==> config.mk <==
export PLATFORM = sky130hd
export DESIGN_NAME = sliding_window_median_min_flat
export DESIGN_NICKNAME = d
export VERILOG_FILES = /design/src/rtl/core/swm_pkg.sv /design/src/rtl/core/swm_channels.sv /design/src/rtl/core/sliding_window_median_min.sv /design/src/rtl/core/swm_ctrl.sv /design/src/rtl/core/swm_datapath.sv /design/src/flat_wrapper.sv
export SDC_FILE = /design/constraint.sdc
export NUM_CORES = 2
export LEC_CHECK = 0
export BUFFER_PORTS_ARGS = -buffer_cell sky130_fd_sc_hd__buf_4
export CELL_PAD_IN_SITES_DETAIL_PLACEMENT = 0
export CELL_PAD_IN_SITES_GLOBAL_PLACEMENT = 1
export CORE_MARGIN = 2
export CORE_UTILIZATION = 35
export DETAILED_ROUTE_END_ITERATION = 8
export GPL_ROUTABILITY_DRIVEN = 0
export PLACE_DENSITY = 0.68
export SETUP_SLACK_MARGIN = 0.05
export SKIP_CTS_REPAIR_TIMING = 1
export SLEW_MARGIN = 0
export SYNTH_ARGS = -nofsm -noshare
export SYNTH_HDL_FRONTEND = slang
export SYNTH_SLANG_ARGS = --single-unit
==> constraint.sdc <==
create_clock -name clk -period 6.5 [get_ports clk]
set_clock_uncertainty 0.2 [all_clocks]
set_input_delay 0.65 -clock clk [delete_from_list [all_inputs] [get_ports clk]]
set_output_delay 0.65 -clock clk [all_outputs]
set_load 0.1 [all_outputs]
==> src/rtl/core/swm_pkg.sv <==
// Shared constants, types and state encoding for the sliding window median block.
`timescale 1ns / 1ps
package swm_pkg;

  // Window and sample geometry
  localparam int WINDOW_CAPACITY = 32;
  localparam int SAMPLE_BITS     = 16;
  localparam int IDX_W           = $clog2(WINDOW_CAPACITY);
  localparam int CNT_W           = $clog2(WINDOW_CAPACITY + 1);

  // Window length after reset
  localparam logic [CNT_W-1:0] WLEN_RESET = CNT_W'(3);

  // Controller states
  typedef enum logic [1:0] {
    ST_IDLE,
    ST_REMOVE,
    ST_INSERT,
    ST_RESULT
  } swm_state_t;

  // Commands from controller to datapath
  typedef struct packed {
    logic accept;    // sample beat taken, ring read issued
    logic cfg_wr;    // window length written, window cleared
    logic remove;    // drop the oldest sample from the sorted row
    logic insert;    // insert the new sample, write the ring
    logic load_out;  // capture median, minimum and count
  } swm_cmd_t;

  // Status from datapath to controller
  typedef struct packed {
    logic full;       // window holds window_length samples, saturated to 1..capacity
    logic out_stall;  // result register occupied and not taken
  } swm_status_t;

endpackage

==> src/rtl/core/swm_channels.sv <==
// Valid/ready channel interfaces for samples, results and configuration.
`timescale 1ns / 1ps

interface swm_sample_if;
  import swm_pkg::*;
  logic                   valid;
  logic                   ready;
  logic [SAMPLE_BITS-1:0] sample;
  modport source (output valid, output sample, input ready);
  modport sink   (input valid, input sample, output ready);
endinterface

interface swm_result_if;
  import swm_pkg::*;
  logic                   valid;
  logic                   ready;
  logic [SAMPLE_BITS-1:0] median_value;
  logic [SAMPLE_BITS-1:0] minimum_value;
  logic [CNT_W-1:0]       fill_count;
  modport source (output valid, output median_value, output minimum_value,
                  output fill_count, input ready);
  modport sink   (input valid, input median_value, input minimum_value,
                  input fill_count, output ready);
endinterface

interface swm_cfg_if;
  import swm_pkg::*;
  logic             valid;
  logic             ready;
  logic [CNT_W-1:0] data;
  modport source (output valid, output data, input ready);
  modport sink   (input valid, input data, output ready);
endinterface

==> src/rtl/core/sliding_window_median_min.sv <==
// Flow: a sample beat is taken only in idle; once the window is full the oldest sample is
//   first removed from the sorted cell row, then the new one is inserted, then the result is
//   captured, waiting while the output stalls; the next beat is taken only after capture.
// Reset: window length 3, window empty; a configuration beat also empties the window.
// Ring and sorted cells are not cleared; only entries written since the last clear are read.
// Top level of the sliding window median and minimum block.
`timescale 1ns / 1ps
module sliding_window_median_min import swm_pkg::*; (
  input logic          clk,
  input logic          rst,
  swm_sample_if.sink   samples,
  swm_result_if.source results,
  swm_cfg_if.sink      cfg
);

  swm_cmd_t    cmd;
  swm_status_t status;

  // Sequencer
  swm_ctrl u_ctrl (
    .clk       (clk),
    .rst       (rst),
    .in_valid  (samples.valid),
    .in_ready  (samples.ready),
    .cfg_valid (cfg.valid),
    .cfg_ready (cfg.ready),
    .status    (status),
    .cmd       (cmd)
  );

  // Window storage and result register
  swm_datapath u_datapath (
    .clk           (clk),
    .rst           (rst),
    .cmd           (cmd),
    .status        (status),
    .sample        (samples.sample),
    .cfg_data      (cfg.data),
    .out_valid     (results.valid),
    .out_ready     (results.ready),
    .median_value  (results.median_value),
    .minimum_value (results.minimum_value),
    .fill_count    (results.fill_count)
  );

endmodule

==> src/rtl/core/swm_ctrl.sv <==
// Controller state machine sequencing removal, insertion and result capture.
`timescale 1ns / 1ps
module swm_ctrl import swm_pkg::*; (
  input  logic        clk,
  input  logic        rst,
  input  logic        in_valid,
  output logic        in_ready,
  input  logic        cfg_valid,
  output logic        cfg_ready,
  input  swm_status_t status,
  output swm_cmd_t    cmd
);

  swm_state_t state, state_next;

  // State register
  always_ff @(posedge clk) begin
    if (rst) begin
      state <= ST_IDLE;
    end else begin
      state <= state_next;
    end
  end

  // Next state and commands
  always_comb begin
    state_next = state;
    cmd        = '0;
    in_ready   = 1'b0;
    cfg_ready  = 1'b0;
    case (state)
      ST_IDLE: begin
        // configuration wins over a sample beat in the same cycle
        cfg_ready = 1'b1;
        in_ready  = !cfg_valid;
        if (cfg_valid) begin
          cmd.cfg_wr = 1'b1;
        end else if (in_valid) begin
          cmd.accept = 1'b1;
          state_next = status.full ? ST_REMOVE : ST_INSERT;
        end
      end
      ST_REMOVE: begin
        cmd.remove = 1'b1;
        state_next = ST_INSERT;
      end
      ST_INSERT: begin
        cmd.insert = 1'b1;
        state_next = ST_RESULT;
      end
      ST_RESULT: begin
        if (!status.out_stall) begin
          cmd.load_out = 1'b1;
          state_next   = ST_IDLE;
        end
      end
      default: begin
        state_next = ST_IDLE;
      end
    endcase
  end

  // At most one datapath operation per cycle
  a_cmd_onehot: assert property (@(posedge clk) disable iff (rst)
    $onehot0({cmd.accept, cmd.cfg_wr, cmd.remove, cmd.insert, cmd.load_out}))
    else $error("swm_ctrl: more than one command issued");

endmodule

==> src/rtl/core/swm_datapath.sv <==
// Datapath: arrival ring memory, sorted compare-and-shift cell row, result register.
`timescale 1ns / 1ps
module swm_datapath import swm_pkg::*; (
  input  logic                   clk,
  input  logic                   rst,
  input  swm_cmd_t               cmd,
  output swm_status_t            status,
  input  logic [SAMPLE_BITS-1:0] sample,
  input  logic [CNT_W-1:0]       cfg_data,
  output logic                   out_valid,
  input  logic                   out_ready,
  output logic [SAMPLE_BITS-1:0] median_value,
  output logic [SAMPLE_BITS-1:0] minimum_value,
  output logic [CNT_W-1:0]       fill_count
);

  localparam logic [CNT_W-1:0] CAPACITY = CNT_W'(WINDOW_CAPACITY);

  logic [CNT_W-1:0]       window_length;
  logic [CNT_W-1:0]       held;
  logic [IDX_W-1:0]       oldest;
  logic [IDX_W-1:0]       wr_addr;
  logic [SAMPLE_BITS-1:0] sample_q;
  logic [SAMPLE_BITS-1:0] old_q;
  logic [SAMPLE_BITS-1:0] ring  [WINDOW_CAPACITY];
  logic [SAMPLE_BITS-1:0] cells [WINDOW_CAPACITY];

  logic [CNT_W-1:0]           len_eff;
  logic                       full;
  logic [CNT_W-1:0]           oldest_inc;
  logic [WINDOW_CAPACITY-1:0] shift_l;
  logic [WINDOW_CAPACITY-1:0] gt;

  // Effective window length, saturated to 1..capacity
  always_comb begin
    if (window_length == '0) begin
      len_eff = CNT_W'(1);
    end else if (window_length > CAPACITY) begin
      len_eff = CAPACITY;
    end else begin
      len_eff = window_length;
    end
  end

  assign full       = (held >= len_eff);
  assign oldest_inc = {1'b0, oldest} + CNT_W'(1);

  assign status.full      = full;
  assign status.out_stall = out_valid && !out_ready;

  // Control registers: length, count, oldest slot
  always_ff @(posedge clk) begin
    if (rst) begin
      window_length <= WLEN_RESET;
      held          <= '0;
      oldest        <= '0;
    end else if (cmd.cfg_wr) begin
      window_length <= cfg_data;
      held          <= '0;
      oldest        <= '0;
    end else begin
      if (cmd.accept && full) begin
        oldest <= (oldest_inc == len_eff) ? '0 : oldest_inc[IDX_W-1:0];
      end
      if (cmd.remove) begin
        held <= held - CNT_W'(1);
      end else if (cmd.insert) begin
        held <= held + CNT_W'(1);
      end
    end
  end

  // Beat capture: sample, ring slot to overwrite
  always_ff @(posedge clk) begin
    if (cmd.accept) begin
      sample_q <= sample;
      wr_addr  <= full ? oldest : held[IDX_W-1:0];
    end
  end

  // Arrival ring: read oldest on accept, write new sample on insert
  always_ff @(posedge clk) begin
    if (cmd.accept) begin
      old_q <= ring[oldest];
    end
    if (cmd.insert) begin
      ring[wr_addr] <= sample_q;
    end
  end

  // Per-cell match and compare flags
  always_comb begin
    logic found;
    found   = 1'b0;
    shift_l = '0;
    gt      = '0;
    for (int i = 0; i < WINDOW_CAPACITY; i++) begin
      // first equal entry and everything after it shifts down one place
      found      = found | ((CNT_W'(i) < held) && (cells[i] == old_q));
      shift_l[i] = found && (CNT_W'(i + 1) < held);
      gt[i]      = (CNT_W'(i) < held) && (sample_q < cells[i]);
    end
  end

  // Sorted cell row
  for (genvar g = 0; g < WINDOW_CAPACITY; g++) begin : g_cell
    localparam logic [CNT_W-1:0] POS = CNT_W'(g);
    logic [SAMPLE_BITS-1:0] rm_val;
    logic [SAMPLE_BITS-1:0] ins_val;

    if (g < WINDOW_CAPACITY - 1) begin : g_rm
      assign rm_val = shift_l[g] ? cells[g+1] : cells[g];
    end else begin : g_rm_last
      assign rm_val = cells[g];
    end

    if (g == 0) begin : g_ins_first
      assign ins_val = (gt[g] || (held == POS)) ? sample_q : cells[g];
    end else begin : g_ins
      assign ins_val = (gt[g] || (held == POS)) ?
                       (gt[g-1] ? cells[g-1] : sample_q) : cells[g];
    end

    always_ff @(posedge clk) begin
      if (cmd.remove) begin
        cells[g] <= rm_val;
      end else if (cmd.insert) begin
        cells[g] <= ins_val;
      end
    end
  end

  // Result register
  always_ff @(posedge clk) begin
    if (rst) begin
      out_valid <= 1'b0;
    end else if (cmd.load_out) begin
      out_valid <= 1'b1;
    end else if (out_ready) begin
      out_valid <= 1'b0;
    end
  end

  always_ff @(posedge clk) begin
    if (cmd.load_out) begin
      median_value  <= cells[IDX_W'(held >> 1)];
      minimum_value <= cells[0];
      fill_count    <= held;
    end
  end

  // Count never exceeds the window
  a_held_in_window: assert property (@(posedge clk) disable iff (rst)
    held <= len_eff)
    else $error("swm_datapath: held count above window length");

  // Oldest slot stays inside the window
  a_oldest_in_window: assert property (@(posedge clk) disable iff (rst)
    {1'b0, oldest} < len_eff)
    else $error("swm_datapath: oldest pointer outside window");

  // Sorted row keeps the minimum at the bottom
  a_min_le_median: assert property (@(posedge clk) disable iff (rst)
    out_valid |-> (minimum_value <= median_value))
    else $error("swm_datapath: minimum above median");

endmodule

==> src/flat_wrapper.sv <==
// flat-port wrapper written by rule: the top's interface ports become plain ports
module sliding_window_median_min_flat import swm_pkg::*;
  (clk, rst, samples_valid, samples_sample, samples_ready, results_valid, results_median_value, results_minimum_value, results_fill_count, results_ready, cfg_valid, cfg_data, cfg_ready);
  swm_sample_if samples_i ();
  swm_result_if results_i ();
  swm_cfg_if cfg_i ();
  input logic clk;
  input logic rst;
  input wire logic [$bits(samples_i.valid)-1:0] samples_valid;
  input wire logic [$bits(samples_i.sample)-1:0] samples_sample;
  output wire logic [$bits(samples_i.ready)-1:0] samples_ready;
  output wire logic [$bits(results_i.valid)-1:0] results_valid;
  output wire logic [$bits(results_i.median_value)-1:0] results_median_value;
  output wire logic [$bits(results_i.minimum_value)-1:0] results_minimum_value;
  output wire logic [$bits(results_i.fill_count)-1:0] results_fill_count;
  input wire logic [$bits(results_i.ready)-1:0] results_ready;
  input wire logic [$bits(cfg_i.valid)-1:0] cfg_valid;
  input wire logic [$bits(cfg_i.data)-1:0] cfg_data;
  output wire logic [$bits(cfg_i.ready)-1:0] cfg_ready;
  assign samples_i.valid = samples_valid;
  assign samples_i.sample = samples_sample;
  assign samples_ready = samples_i.ready;
  assign results_valid = results_i.valid;
  assign results_median_value = results_i.median_value;
  assign results_minimum_value = results_i.minimum_value;
  assign results_fill_count = results_i.fill_count;
  assign results_i.ready = results_ready;
  assign cfg_i.valid = cfg_valid;
  assign cfg_i.data = cfg_data;
  assign cfg_ready = cfg_i.ready;
  sliding_window_median_min u_core (.clk(clk), .rst(rst), .samples(samples_i), .results(results_i), .cfg(cfg_i));
endmodule
Word level (Yosys, flattened, before mapping)
Memory sizes are Yosys's and may differ from the RTL's. A register that Yosys moved wholly into a read port is not among the register bits. Cells that the tools add are included. Widths: inputs -> output; s select.

Add/subtract/negate cells: 3. Magnitude comparators: 66. Equality and inequality tests: 69. Mux-type cells: 155. Bitwise logic cells: 62. Reductions and logical operators: 137.

Operators by type and width (number): $mux 16 (126); $lt 16x16->1 (32); $eq 16x16->1 (31); $eq 6x5->1 const B (16); $logic_and 1x1->1 (96); $lt 5x6->1 const A (16); $or 1x1->1 (62); $eq 6x4->1 const B (8); $lt 4x6->1 const A (8); $logic_or 1x1->1 (32); $eq 6x3->1 const B (4); $lt 3x6->1 const A (4); $mux 6 (4); $mux 1 (17); $eq 6x2->1 const B (2); $logic_not 6->1 (2); $lt 1x6->1 const A (2); $lt 2x6->1 const A (2); $mux 2 (5); $mux 5 (2); $pmux 2 s4 (1); $add 5x1->6 const B (1); $add 6x1->6 const B (1); $eq 6x1->1 const B (1); other kinds (12) (17).

Register bits: 63. RAM bits: 1024. Input port bits: 27. Output and inout port bits: 41. Logic and storage cells: 503. Memories: 2.

Memories: u_core.u_datapath.cells (depth 32, bits a word 16, read ports 33, clocked after memory_dff 1, write ports 32, RTL line swm_datapath.sv:26) `logic [SAMPLE_BITS-1:0] cells [WINDOW_CAPACITY];`; u_core.u_datapath.ring (depth 32, bits a word 16, read ports 1, clocked after memory_dff 1, write ports 1, RTL line swm_datapath.sv:25) `logic [SAMPLE_BITS-1:0] ring [WINDOW_CAPACITY];`.

Longest topological paths before layout
Depth after elaboration: 35. Mapped depth: 17. Mapped depth without buffers: 13.

Cells and area by module
A second synthesis with hierarchy kept.

Cell total of the unflattened synthesis: 6229. Area, all modules: 72256.8 um^2.

Modules (own cells, without submodules): swm_datapath (times used 1, cells an instance 6207, area each 72054.1 um^2, sequential area each 33362.0 um^2); swm_ctrl (times used 1, cells an instance 22, area each 202.7 um^2, sequential area each 40.0 um^2).

Least setup slack after synthesis
OpenSTA, ideal clock, no wires.

Path type: register to register. From: register u_core.u_datapath.held[1] (netlist name). To: memory u_core.u_datapath.cells[8][0] (enable). Setup time: 0.417 ns. Data arrival time: 4.501 ns. Setup slack: 1.382 ns. Cell stages (with the launch flop): 18. Path buffers: 6. Cell sequence: dfxtp_1 clkbuf_1 buf_2 buf_4 buf_2 buf_2 inv_1 ha_1 buf_2 nand2b_1 a21oi_1 nor3_1 nand3_1 o41ai_1 inv_1 and2_1 or2_1 a221oi_1.

RTL lines (RTL line): end: declaration (swm_datapath.sv:26).

==> key figures <==
STA
  – Setup violators final: 0
  – Slew headroom: roughly 11%
  – Period utilization: between 70% and 80%
  – Final hold viol count: 0
  – Worst-Margin Slew: 1330 ps
  – Crit path setup slack, layout: roughly 1500 ps
  – Fin. max-slew vios: 0
  – Fmax: 199 MHz
  – RSZ-0062 raised after global routing: no
  – TNS Setup: 0 ps
  – Min Tclk post-route: 5020 ps

Placed design
  – Dpl hpwl: 184000 um
  – Port bufs: 67
  – Worst slack, placed: 1600 ps

Route
  – Post-Route WL: 271000 um
  – WL/cell: 30.9 um
  – Vias per inst: 6.19
  – Number of remaining DRC errors: 0
  – Post-route ant nets: 0
  – DR iter-0 viols: 7007
  – Via count: 54263
  – Drt pass-1 iters: 8

Final layout
  – Final nets: 6517
  – Util after Layout: 39.4%
  – Synthesis-to-layout area growth: 11.9%
  – Layout cell share with drive strength beyond 1: 14.9%

Die
  – Initial Util: 35.2%
  – Die height: 455 um
  – Core Area: a little over 200000 um^2
  – Die width: approximately 460 um
  – # rows: between 150 and 200
  – Ports: 68
  – Die ar.: 207000 um^2

Clocking
  – Clock tree sinks: roughly 1100
  – CTS tree: done
  – H-tree Lvls: 4
  – Worst-path clk slew: roughly 60 ps
  – CTS Buf Count: 133
  – CTS Buffer Depth: 3
  – Latest clock arrival within the worst-skew pair: between 800 and 900 ps
  – Clock Root Buffer: clkbuf_16

GRT
  – Largest net degree at the start of global routing: 244
  – Overall Global Routing Usage: 25.6%
  – Initial antenna violation count: 18
  – GR Overflow Total: 0
  – Vias in the first global route: 51250
  – First-pass GRT wire length: roughly 380000 um

Synth
  – Post-synth EDFFs: 1099
  – Cell taking the most area after synthesis: edfxtp_1
  – Post-Syn Area: 71300 um^2
  – Syn_nets: ~6500
  – Synth Register Bits: between 1000 and 1500
  – Seq/Total Area, Yosys: a little under half
  – Asr flop ratio synth: 0%
  – Most used DFF post-synth: edfxtp_1
  – Cells after synthesis: 6000
  – Top cells by area, synth: edfxtp_1 46%, mux4_2 10%, ha_1 8.7%, o221ai_1 3.9%, xnor2_1 3.7%
  – Number of synthesis warnings: 0
  – Yosys top cell area share: 46.3%
  – Mean Syn Cell Area: 11.9 um^2
  – Synth unique cells: between 90 and 100

Worst hold path
  – Hold crit path type: in2reg

Outcome
  – Status: completed

Pwr
  – Worst vdd ir: 0.273 mV
  – Pwr Total: 26.0 mW
  – Power per cell area: 327 nW/um^2
  – Pleak: 28.5 nW

Critical path
  – Setup crit end kind: register
  – Critical Path RT: between 6000 and 7000 ps
  – Crit path max fanout: 44
  – Critical setup path kind: reg2reg
  – Data arrival, critical path: 5340 ps
  – CP startpoint kind: register

Run
  – Number of max-cap violations: 0
## critical path, stage by stage, from the launching register on
cell	delay [ps]
dfxtp_4	800
inv_1	240
ha_1	250
buf_4	200
nand2b_1	130
a21oi_1	170
nor3_1	250
nand3_1	110
o41ai_1	610
nor3b_2	250
nand2_2	340
nor2_1	190
o31ai_2	620
buf_4	330
## path summary, 6_finish.rpt
| path | startpoint | to | cells after the start | slack, ps |
|---|---|---|---|---|
| min | cfg_valid | u_core.u_datapath.window_length[1]$_SDFFE_PP1P_ | 3 | 10 |
| min reg2reg | u_core.u_datapath.window_length[0]$_SDFFE_PP1P_ | u_core.u_datapath.window_length[0]$_SDFFE_PP1P_ | 1 | 300 |
| max | u_core.u_datapath.held[1]$_SDFFE_PP0P_ | u_core.u_datapath.cells[14][0]$_DFFE_PP_ | 13 | 1480 |
| max reg2reg | u_core.u_datapath.held[1]$_SDFFE_PP0P_ | u_core.u_datapath.cells[14][0]$_DFFE_PP_ | 13 | 1480 |
## layout make-up
type                       count  area, um^2
timing repair buffer         299        2500
clock inverter                85        1060
inverter                     508        1910
antenna                        5        12.5
sequential                  1119       33400
clock buffer                 151        3420
tap                         2672        3340
multi-input combinational   3933       34100
fill                       19190      123000
## cells in the mapped netlist (19+ instances only)
cell type,n
or3_1,22
dfxtp_1,20
mux2_2,38
mux4_2,318
nor4_1,59
buf_1,44
a21o_1,130
ha_1,496
mux2i_1,109
nor3_1,41
xor2_1,208
nand3_1,361
o221ai_1,316
inv_1,506
nor2_1,323
a2111oi_0,21
o21ai_0,115
xnor2_1,300
nand4_1,136
nand2_1,262
buf_2,74
nor2b_1,22
a21oi_1,344
nand2b_1,37
clkbuf_1,253
o21ai_1,19
buf_4,49
edfxtp_1,1099
o21a_1,19
o211ai_1,29
## registers in the layout, summed over array words and instances, names as in the netlist, 5 cells and up
| name | count |
|---|---|
| u_core.u_datapath.cells | 512 |
| u_core.u_datapath.ring | 512 |
| u_core.u_datapath.median_value | 16 |
| u_core.u_datapath.minimum_value | 16 |
| u_core.u_datapath.old_q | 16 |
| u_core.u_datapath.sample_q | 16 |
| u_core.u_datapath.fill_count | 6 |
| u_core.u_datapath.held | 6 |
| u_core.u_datapath.window_length | 6 |
| u_core.u_datapath.oldest | 5 |
| u_core.u_datapath.wr_addr | 5 |
## per-layer routing
metal	wire length [um]	share of wire (%)	GRT usage, %
met1	107000	39	34.2
met2	121000	45	39.7
met3	27400	10	5.20
met4	15300	5.7	12.5
met5	98	0.036	0
## layout by cell type, fill, tap and decap left out, types with 22 or more instances in the layout
master         netlist  routed
inv_1              506     506
xor2_1             208     208
nor4_1              59      59
ha_1               496     495
nand2_1            262     254
xnor2_1            300     300
o21ai_0            115     115
nand4_1            136     136
dlygate4sd3_1        0      27
nor2_1             323     322
nand3_1            361     361
o211ai_1            29      29
nand2b_1            37      37
a21oi_1            344     342
buf_4               49     257
a21o_1             130     130
mux4_2             318     318
edfxtp_1          1099    1099
or3_1               22      22
clkinv_1             2      34
mux2_2              38      38
clkbuf_16            0     134
mux2i_1            109     109
nor3_1              41      41
o221ai_1           316     316
## stage by stage
step	std cells	area, um^2	hold slack (ps)
5_1_grt	8767	79700	26.6
3_3_place_gp	8504	75000	264
4_1_cts	8740	79500	-243
6_report	8772	79800	15.0
3_5_place_dp	8504	75000	270
2_1_floorplan	6000	71300	235
## power breakdown
group          switching, mW  internal [mW]  total [mW]
combinational           5.71           3.01        8.71
clock                   3.32           4.40        7.73
sequential             0.741           8.86        9.60
total                   9.77           16.3        26.0
## cell families (layout without fill, tap and decap cells)
family | after synthesis | count (layout) | share of synthesized area (%)
other | 0 | 5 | 0
adder cells (fa/ha/maj) | 496 | 496 | 8.71
multiplexers | 465 | 465 | 12.2
XOR/XNOR | 508 | 508 | 6.24
AND/OR/NAND/NOR | 1309 | 1309 | 8.87
flip-flops | 1119 | 1119 | 46.9
buffers and inverters | 948 | 1043 | 5.61
AO/OA/AOI/OAI | 1155 | 1155 | 11.5
No activity file was read; power rests on OpenSTA's default activity.
